$ cat config.mk
export PLATFORM = sky130hd
export DESIGN_NAME = bar_width_symbol_detector
export DESIGN_NICKNAME = d
export VERILOG_FILES = /design/src/sv/bwsd_pkg.sv /design/src/sv/bwsd_step.sv /design/src/sv/bar_width_symbol_detector.sv
export SDC_FILE = /design/constraint.sdc
export NUM_CORES = 1
export LEC_CHECK = 0
export BUFFER_PORTS_ARGS = -buffer_cell sky130_fd_sc_hd__buf_2
export CAP_MARGIN = 25
export CORE_MARGIN = 1
export CORE_UTILIZATION = 60
export DETAILED_ROUTE_END_ITERATION = 7
export GPL_ROUTABILITY_DRIVEN = 0
export PLACE_DENSITY = 0.76
export SYNTH_ARGS = -nofsm -noshare
export SYNTH_HDL_FRONTEND = slang
export SYNTH_SLANG_ARGS = --single-unit
$ cat constraint.sdc
create_clock -name clock -period 7.8 [get_ports clock]
set_input_delay 0.78 -clock clock [delete_from_list [all_inputs] [get_ports clock]]
set_output_delay 0.78 -clock clock [all_outputs]
set_load 0.02 [all_outputs]
$ cat src/sv/bwsd_pkg.sv
package bwsd_pkg;

   localparam int HISTORY_LEN = 9;
   localparam int PATTERN_W   = 9;
   localparam int TIME_W      = 32;

   typedef logic [HISTORY_LEN-1:0] hist_type;
   typedef logic [PATTERN_W-1:0]   pattern_type;

   typedef enum logic [1:0] {
      DET_NONE   = 2'd0,
      DET_START  = 2'd1,
      DET_LETTER = 2'd2,
      DET_STOP   = 2'd3
   } det_type;

   typedef enum logic {
      CSR_START_STOP = 1'b0,
      CSR_SYMBOL     = 1'b1
   } csr_index_type;

   typedef struct packed {
      logic    width_is_short;
      det_type detection;
      logic    reading_mode;
      logic    event_ignored;
   } result_type;

   // zero extend or truncate a pattern to the history length
   function automatic hist_type fit_pattern(input pattern_type p);
      hist_type r;
      r = '0;
      for (int i = 0; i < HISTORY_LEN; i++) begin
         if (i < PATTERN_W) begin
            r[i] = p[i];
         end
      end
      return r;
   endfunction

endpackage

$ cat src/sv/bwsd_step.sv
module bwsd_step (
   input  logic                             clock,
   input  logic                             reset,
   input  logic                             enable,
   input  logic [bwsd_pkg::TIME_W-1:0]      timestamp_ms,
   input  logic                             both_edges,
   input  bwsd_pkg::pattern_type            start_stop_pattern,
   input  bwsd_pkg::pattern_type            symbol_pattern,
   output bwsd_pkg::result_type             result
);
   import bwsd_pkg::*;

   logic [TIME_W-1:0] last_edge_ff, last_edge_in;
   logic [TIME_W-1:0] prev_width_ff, prev_width_in;
   logic              short_ff, short_in;
   hist_type          hist_ff, hist_in;
   logic              reading_ff, reading_in;

   logic [TIME_W-1:0] width;
   logic [TIME_W:0]   old_x2;
   logic [TIME_W:0]   new_x2;
   logic              cls;
   hist_type          shifted;
   logic              ss_hit;
   logic              sym_hit;
   det_type           det;

   always_comb begin
      width   = timestamp_ms - last_edge_ff;
      old_x2  = {prev_width_ff, 1'b0};
      new_x2  = {width, 1'b0};
      if ({1'b0, prev_width_ff} > new_x2) begin
         cls = 1'b1;
      end else if (old_x2 < {1'b0, width}) begin
         cls = 1'b0;
      end else begin
         cls = short_ff;
      end
      shifted = {hist_ff[HISTORY_LEN-2:0], cls};
      ss_hit  = (shifted == fit_pattern(start_stop_pattern));
      sym_hit = (shifted == fit_pattern(symbol_pattern));

      det        = DET_NONE;
      hist_in    = shifted;
      reading_in = reading_ff;
      if (!reading_ff) begin
         if (ss_hit) begin
            det        = DET_START;
            hist_in    = '0;
            reading_in = 1'b1;
         end
      end else begin
         if (sym_hit) begin
            det     = DET_LETTER;
            hist_in = '0;
         end else if (ss_hit) begin
            det        = DET_STOP;
            hist_in    = '0;
            reading_in = 1'b0;
         end
      end
      last_edge_in  = timestamp_ms;
      prev_width_in = width;
      short_in      = cls;

      if (both_edges) begin
         result.width_is_short = short_ff;
         result.detection      = DET_NONE;
         result.reading_mode   = reading_ff;
         result.event_ignored  = 1'b1;
      end else begin
         result.width_is_short = cls;
         result.detection      = det;
         result.reading_mode   = reading_in;
         result.event_ignored  = 1'b0;
      end
   end

   always_ff @(posedge clock) begin
      if (reset) begin
         last_edge_ff  <= '0;
         prev_width_ff <= '0;
         short_ff      <= 1'b0;
         hist_ff       <= '0;
         reading_ff    <= 1'b0;
      end else if (enable && !both_edges) begin
         last_edge_ff  <= last_edge_in;
         prev_width_ff <= prev_width_in;
         short_ff      <= short_in;
         hist_ff       <= hist_in;
         reading_ff    <= reading_in;
      end
   end

endmodule

$ cat src/sv/bar_width_symbol_detector.sv
// Bar width symbol detector.
// Request channel (req_valid / req_stall): one word per sensor edge, carrying
// the edge time in ms and a flag for rise and fall seen together.
// Response channel (rsp_valid / rsp_stall): one word per request word, with
// the class of the measured bar, the detection code (start, letter, stop),
// the reading mode after the edge and an ignored flag.
// Registers (csr_write_enable, csr_index, csr_write_data): 0 is the start/stop
// pattern, 1 the letter pattern, oldest class in bit 8; write only when idle.
// A word that is taken is registered in the input stage, processed as it moves
// into the response register once that register is free, and offered on the
// response port from there.
// Throughput: one word per cycle unless the receiver stalls; the input
// register and the response register form a two-stage pipeline, and the edge
// state is updated as each non-ignored word leaves the input register.
// Reset clears the edge state, class history and reading mode, restores the
// default patterns and empties both stages.
// When the receiver stalls, the response holds; the input stage fills and
// then req_stall rises in the same cycle until the response is taken.
module bar_width_symbol_detector (
   input  logic                          clock,
   input  logic                          reset,
   input  logic                          req_valid,
   output logic                          req_stall,
   input  logic [bwsd_pkg::TIME_W-1:0]   req_timestamp_ms,
   input  logic                          req_both_edges,
   output logic                          rsp_valid,
   input  logic                          rsp_stall,
   output logic                          rsp_width_is_short,
   output logic [1:0]                    rsp_detection,
   output logic                          rsp_reading_mode,
   output logic                          rsp_event_ignored,
   input  logic                          csr_write_enable,
   input  logic                          csr_index,
   input  logic [bwsd_pkg::PATTERN_W-1:0] csr_write_data
);
   import bwsd_pkg::*;

   pattern_type       ss_pat_ff;
   pattern_type       sym_pat_ff;

   logic              in_valid_ff, in_valid_in;
   logic [TIME_W-1:0] in_ts_ff;
   logic              in_both_ff;
   logic              out_valid_ff, out_valid_in;
   result_type        out_ff;
   result_type        step_result;

   logic              out_ready;
   logic              advance;
   logic              take;

   always_comb begin
      out_ready    = !out_valid_ff || !rsp_stall;
      advance      = in_valid_ff && out_ready;
      req_stall    = in_valid_ff && !out_ready;
      take         = req_valid && !req_stall;
      in_valid_in  = take || (in_valid_ff && !advance);
      out_valid_in = advance || (out_valid_ff && rsp_stall);
   end

   always_ff @(posedge clock) begin
      if (reset) begin
         ss_pat_ff  <= PATTERN_W'(363);
         sym_pat_ff <= PATTERN_W'(246);
      end else if (csr_write_enable) begin
         case (csr_index_type'(csr_index))
            CSR_START_STOP: ss_pat_ff  <= csr_write_data;
            CSR_SYMBOL:     sym_pat_ff <= csr_write_data;
            default: ;
         endcase
      end
   end

   always_ff @(posedge clock) begin
      if (reset) begin
         in_valid_ff  <= 1'b0;
         out_valid_ff <= 1'b0;
      end else begin
         in_valid_ff  <= in_valid_in;
         out_valid_ff <= out_valid_in;
      end
   end

   always_ff @(posedge clock) begin
      if (take) begin
         in_ts_ff   <= req_timestamp_ms;
         in_both_ff <= req_both_edges;
      end
      if (advance) begin
         out_ff <= step_result;
      end
   end

   bwsd_step u_step (
      .clock              (clock),
      .reset              (reset),
      .enable             (advance),
      .timestamp_ms       (in_ts_ff),
      .both_edges         (in_both_ff),
      .start_stop_pattern (ss_pat_ff),
      .symbol_pattern     (sym_pat_ff),
      .result             (step_result)
   );

   assign rsp_valid          = out_valid_ff;
   assign rsp_width_is_short = out_ff.width_is_short;
   assign rsp_detection      = out_ff.detection;
   assign rsp_reading_mode   = out_ff.reading_mode;
   assign rsp_event_ignored  = out_ff.event_ignored;

   a_start_reads: assert property (@(posedge clock) disable iff (reset)
      out_valid_ff && (out_ff.detection == DET_START) |-> out_ff.reading_mode)
      else $error("start detected without entering reading mode");

   a_stop_idles: assert property (@(posedge clock) disable iff (reset)
      out_valid_ff && (out_ff.detection == DET_STOP) |-> !out_ff.reading_mode)
      else $error("stop detected while staying in reading mode");

   a_ignored_quiet: assert property (@(posedge clock) disable iff (reset)
      out_valid_ff && out_ff.event_ignored |-> (out_ff.detection == DET_NONE))
      else $error("ignored word reports a detection");

   a_rsp_from_input: assert property (@(posedge clock) disable iff (reset)
      $rose(out_valid_ff) |-> $past(in_valid_ff))
      else $error("response appeared without a word in the input stage");

endmodule

## Word-level counts from Yosys, hierarchy flattened

Index checks and enable logic that the tools add are counted.

| operators by class | value |
|---|---|
| add/subtract/negate cells | 1 |
| reductions and logical operators | 17 |
| bitwise logic cells | 1 |
| shift operators | 0 |
| mux-type cells | 14 |
| multiply operators | 0 |
| equality and inequality tests | 2 |
| magnitude comparators | 2 |
| divide/modulo/power cells | 0 |

Operator list:

| operator | number |
|---|---|
| 32-bit by 33-bit > comparator with 1-bit output | 1 |
| 33-bit by 32-bit < comparator with 1-bit output | 1 |
| 32-bit subtractor | 1 |
| 8-bit 2-to-1 mux | 3 |
| 9-bit equality test | 2 |
| 1-bit 2-to-1 mux | 7 |
| 1-bit logical AND | 6 |
| 1-bit logical NOT | 6 |
| 2-bit 2-to-1 mux | 3 |
| 5-bit 2-to-1 mux | 1 |
| 2-bit AND reduction | 2 |
| 1-bit logical OR | 3 |
| 1-bit inverter | 1 |

| word-level totals | value |
|---|---|
| bits in latches | 0 |
| flip-flop bits (word level) | 132 |
| output and inout port bits | 7 |
| ROM bits | 0 |
| memories kept | 0 |
| RAM bits | 0 |
| bits of input ports | 48 |

## Depth between registers and ports, before layout

| logic depth | value |
|---|---|
| depth in word-level cells | 9 |
| mapped depth | 26 |
| gate-level depth less buffers | 25 |

## Modules after synthesis

Synthesis repeated with hierarchy kept, for this count alone.

| unflattened totals | value |
|---|---|
| cell total of the unflattened synthesis | 899 |
| area, all modules | 8003.9 um^2 |

Modules (own cells, without submodules):

| module | seq. area each (um^2) | times used | cells each | area each (um^2) |
|---|---|---|---|---|
| bwsd_step | 1481.4 | 1 | 776 | 6049.6 |
| bar_width_symbol_detector | 1541.5 | 1 | 123 | 1954.4 |

## Worst setup path after synthesis

No wires, ideal clock.

| path | value |
|---|---|
| path kind | reg2reg |
| start point | register in_ts_ff[0] |
| end point | register out_ff, in the netlist rsp_detection[1] (data pin) |
| slack | 2.357 ns |
| buffers on the path | 1 |
| required time | 7.539 ns |
| setup time | 0.261 ns |
| data arrival time | 5.182 ns |
| period minus slack after synthesis | 5.443 ns |
| cell stages (with the launch flop) | 27 |
| cell sequence | edfxtp_1 > inv_1 > ha_1 > inv_1 > fa_1 > a211oi_1 > o21ai_0 > a31o_2 > a21o_1 > a21o_1 > a21o_2 > a21o_1 > a21oi_1 > xor2_1 > ha_1 > nand4_1 > nor3_1 > a2111oi_0 > o21ai_0 > or2_2 > o211ai_1 > a311oi_1 > or3_1 > buf_6 > a31o_1 > and2_1 > o311a_1 |

| between the ends | value |
|---|---|
| word-level cells in the longest chain between the ends | 8 |
| elaborated cells on any way between the ends | 10 |
| those cells by class | 1 x add/sub; 2 x order compare; 2 x eq/ne; 5 x mux |

RTL lines:

| item | RTL line | source |
|---|---|---|
| from (decl) | bar_width_symbol_detector.sv:42 | `logic [TIME_W-1:0] in_ts_ff;` |
| from (signal assigned) | bar_width_symbol_detector.sv:86 | `in_ts_ff <= req_timestamp_ms;` |
| 32-bit subtractor * | bwsd_step.sv:29 | `width = timestamp_ms - last_edge_ff;` |
| 33-bit by 32-bit < comparator with 1-bit output | bwsd_step.sv:34 | `end else if (old_x2 < {1'b0, width}) begin` |
| 1-bit 2-to-1 mux | bwsd_step.sv:34 |  |
| 1-bit 2-to-1 mux * | bwsd_step.sv:32 | `if ({1'b0, prev_width_ff} > new_x2) begin` |
| 9-bit equality test | bwsd_step.sv:40 | `ss_hit = (shifted == fit_pattern(start_stop_pattern));` |
| 2-bit 2-to-1 mux | bwsd_step.sv:56 | `end else if (ss_hit) begin` |
| 2-bit 2-to-1 mux * | bwsd_step.sv:53 | `if (sym_hit) begin` |
| 2-bit 2-to-1 mux * | bwsd_step.sv:46 | `if (!reading_ff) begin` |
| to (signal assigned) | bar_width_symbol_detector.sv:90 | `out_ff <= step_result;` |
| to (decl) | bar_width_symbol_detector.sv:45 | `result_type out_ff;` |

Every way passes the cells marked *; elsewhere a longest branch is shown, timed or not.
A chain may end at the register's enable or synchronous reset.

## Worst setup path after layout

Same ends and word-level chain as after synthesis.

==> impl_metrics.json <==
{
  "timing.critical_path.to_type": "register",
  "static-leakage-power_nw": 3.71,
  "synth.cell_area_sq_um": 8050,
  "critical_path_arrival_ns": 6.18,
  "postSynthRegisterBits": 132,
  "post_cts_resized": 0,
  "flow.area_growth_from_synthesis_pct": 12.4,
  "final_period_minus_worst_setup_slack_ns": 6.01,
  "number_of_max_capacitance_violations_reported": 0,
  "via_count_of_the_first_global_routing_pass": 6390,
  "asyncSetResetFlopFracSynth_pct": 0,
  "num-nets-final": 1098,
  "vdd.ir_drop.worst_mv": 0.178,
  "synth.net_count": 1054,
  "clock_sink_count": 132,
  "finalSetupTns_ns": 0,
  "fin_worst_skew_ns": 0.00745,
  "power_frac_comb_pct": 17.6,
  "antenna_found_initial": 0,
  "clk_root_buffer_cell": "sky130_fd_sc_hd__clkbuf_16",
  "grt_max_degree": 91,
  "net_switching_share_of_the_total_power_pct": 26.8,
  "tritoncts": "yes",
  "hold-worst-slack_ns": 0.453,
  "critical_path_class": "register to register",
  "routed_via_density": 5.70,
  "cts-htree-levels": 4,
  "finalSetupViolations": 0,
  "setup_slack_ns": 1.79,
  "timing.fmax_mhz": 166,
  "drt.antenna.violating_nets": 0,
  "gr-usage-all-layers_pct": 26.0,
  "rsz0062_at_grt": "false",
  "clk_path_buf_depth": 2,
  "die_footprint_sq_um": 13900,
  "dieWidth_microns": 118,
  "synth_area_per_cell_sq_um": 8.77,
  "post-route-drc-count": 0,
  "detailedPlace.worstSlack_ns": 1.83,
  "power_report.internal_total_mw": 1.39,
  "cts_made_buffers": 17,
  "detailedRoute.firstIterationViolations": 384,
  "globalRouteOverflowTotal": 0,
  "powerDensity_nw_per_um2": 210,
  "number_of_cells_produced_by_synthesis": 918,
  "final_antenna_diode_count": 0,
  "synthesis_warnings": 0,
  "post_cts_hold_buffers": 0,
  "drt_pre_antenna_iters": 5,
  "synth_seq_area_share_pct": 37.6,
  "report.final.slew_viol_count": 0,
  "dieHeight_microns": 118,
  "hold_path_class": "register to register",
  "final_layout_size_suffix_gt1_share_pct": 12.0,
  "clkLatencyLatePin_ns": 0.42,
  "route.final.wire_length_microns": 17100,
  "nature_of_the_critical_path_startpoint": "register",
  "i_o_pin_count": 55,
  "placed_cells_incl_taps": 1114,
  "vias": 6541,
  "worstPathRequired_ns": 7.97,
  "period_share_pct": 77.1,
  "worst-slew-pin-transition_ns": 1.01,
  "path_max_fanout": 7,
  "port-buffer-count": 54,
  "routedWlPerCell_microns": 14.9,
  "placementRows": 41,
  "power_switching_mw": 0.509,
  "fin_cells": 1147,
  "power.share.sequential_pct": 40.0,
  "yosysUniqueCellTypes": 80,
  "finalHoldViolCount": 0,
  "global_route_wire_length_before_repair_microns": 29300,
  "share_clk_of_total_power_pct": 42.3,
  "clk_pin_slew_ns": 0.06,
  "initial_core_util_pct": 62.8,
  "synth_top_flop_cell": "sky130_fd_sc_hd__dfxtp_1",
  "detailed_place_hpwl_microns": 11900,
  "synth_edf_count": 38,
  "cts.repair_timing.setup_buffer_count": 0,
  "core_region_area_sq_um": 12800,
  "timing.max_slew.rel_slack_pct": 32.8,
  "run_status": "finished, final reports clean"
}
==> worst max-delay path, stage by stage (launching register included) <==
cell	delay (ns)
sky130_fd_sc_hd__edfxtp_1	0.38
sky130_fd_sc_hd__inv_1	0.07
sky130_fd_sc_hd__ha_1	0.16
sky130_fd_sc_hd__inv_1	0.06
sky130_fd_sc_hd__fa_1	0.42
sky130_fd_sc_hd__a211oi_1	0.21
sky130_fd_sc_hd__o21ai_0	0.17
sky130_fd_sc_hd__a31o_2	0.26
sky130_fd_sc_hd__a21o_1	0.20
sky130_fd_sc_hd__a21o_1	0.18
sky130_fd_sc_hd__a21o_2	0.23
sky130_fd_sc_hd__a21o_1	0.18
sky130_fd_sc_hd__a21oi_1	0.16
sky130_fd_sc_hd__xor2_1	0.28
sky130_fd_sc_hd__ha_1	0.32
sky130_fd_sc_hd__nand4_1	0.13
sky130_fd_sc_hd__nor3_1	0.06
sky130_fd_sc_hd__a2111oi_0	0.25
sky130_fd_sc_hd__o21ai_0	0.17
sky130_fd_sc_hd__or2_2	0.29
sky130_fd_sc_hd__o211ai_1	0.23
sky130_fd_sc_hd__a311oi_1	0.12
sky130_fd_sc_hd__or3_1	0.49
sky130_fd_sc_hd__a32oi_1	0.29
sky130_fd_sc_hd__a21oi_2	0.10
sky130_fd_sc_hd__o311a_1	0.35
==> metrics by stage <==
| step | power [mW] | cell area (sq um) | utilization (%) |
|---|---|---|---|
| final | 1.90 | 9050 | 70.6 |
| after global routing | 1.99 | 9050 | 70.6 |
| after CTS | 1.91 | 9020 | 70.4 |
| after detailed placement | 1.10 | 8430 | 65.7 |
| after global placement | 1.10 | 8430 | 65.7 |
| after floorplan | 1.02 | 8050 | - |
==> area by class of cell <==
| cell class | count | area, sq um |
|---|---|---|
| multi-input combinational | 708 | 4730 |
| fill | 1043 | 3770 |
| sequential | 132 | 3020 |
| clock buffer | 22 | 464 |
| timing repair buffer | 58 | 320 |
| tap | 172 | 215 |
| inverter | 45 | 169 |
| clock inverter | 10 | 130 |
==> cells in the mapped netlist (19+ instances only) <==
master	instances	area share (%)
sky130_fd_sc_hd__ha_1	87	14
sky130_fd_sc_hd__o21ai_0	35	2.2
sky130_fd_sc_hd__edfxtp_1	38	14
sky130_fd_sc_hd__nor2b_1	19	1.5
sky130_fd_sc_hd__dfxtp_1	94	23
sky130_fd_sc_hd__clkbuf_1	25	1.2
sky130_fd_sc_hd__xnor2_1	32	3.5
sky130_fd_sc_hd__a21o_1	25	2.3
sky130_fd_sc_hd__inv_1	45	2.1
sky130_fd_sc_hd__nor2_1	62	2.9
sky130_fd_sc_hd__nand2_1	153	7.1
sky130_fd_sc_hd__a21oi_1	96	6.0
==> path summary, 6_finish.rpt <==
kind,startpoint,to,slack (ns),cells past startpoint
worst max-delay path,in_ts_ff[0],rsp_detection[1],1.79,25
worst min-delay path,u_step.last_edge_ff[8],u_step.last_edge_ff[8],0.45,2
worst max register to register,in_ts_ff[0],rsp_detection[1],1.79,25
worst min register to register,u_step.last_edge_ff[8],u_step.last_edge_ff[8],0.45,2
==> cell usage in the layout (no fill, tap or decap), drive strengths merged, types with 8 or more instances in the layout <==
cell | synthesis | layout
nand2 | 153 | 153
a21oi | 99 | 99
dfxtp | 94 | 94
ha | 87 | 87
nor2 | 63 | 63
buf | 8 | 58
inv | 45 | 45
o21ai | 45 | 45
edfxtp | 38 | 38
xnor2 | 32 | 32
a21o | 26 | 26
clkbuf | 25 | 22
nor2b | 19 | 19
nand3 | 16 | 16
xor2 | 12 | 12
nand4 | 12 | 12
and3 | 12 | 12
nand2b | 10 | 10
a211oi | 10 | 10
nor3 | 9 | 9
and2 | 9 | 9
nand3b | 8 | 8
a211o | 8 | 8
==> routing by layer <==
metal	track usage (%)	wire, microns	vias up
li1	-	-	3359
met1	31.5	7730	3043
met2	45.9	8460	120
met3	5.72	660	19
met4	7.85	210	0
met5	0	0	-
==> power by group through the flow <==
stage | Combinational, mW | Clock, mW | Sequential (mW)
global route | 0.378 | 0.846 | 0.765
floorplan | 0.253 | 0 | 0.771
finish | 0.336 | 0.805 | 0.761
global placement | 0.325 | 0 | 0.775
CTS | 0.334 | 0.813 | 0.761
detailed placement | 0.329 | 0 | 0.775
==> cells by family (layout without fill, tap and decap cells) <==
| group | after synthesis | count (layout) | synth area share, % |
|---|---|---|---|
| flops | 132 | 132 | 37.6 |
| fa+ha+maj | 89 | 89 | 13.9 |
| mux | 5 | 5 | 0.684 |
| compound gates | 242 | 242 | 20.1 |
| xor+xnor | 45 | 45 | 5.07 |
| buf+inv | 78 | 135 | 3.84 |
| simple gates | 327 | 327 | 18.8 |
==> flip-flops by register name (all words and copies together) (netlist names), 2 cells and up <==
| name | cells |
|---|---|
| rsp_detection | 2 |
| u_step.last_edge_ff | 32 |
| u_step.prev_width_ff | 32 |
| in_ts_ff | 32 |
| sym_pat_ff | 9 |
| u_step.hist_ff | 8 |
| ss_pat_ff | 9 |
No activity file was read; power rests on OpenSTA's default activity.
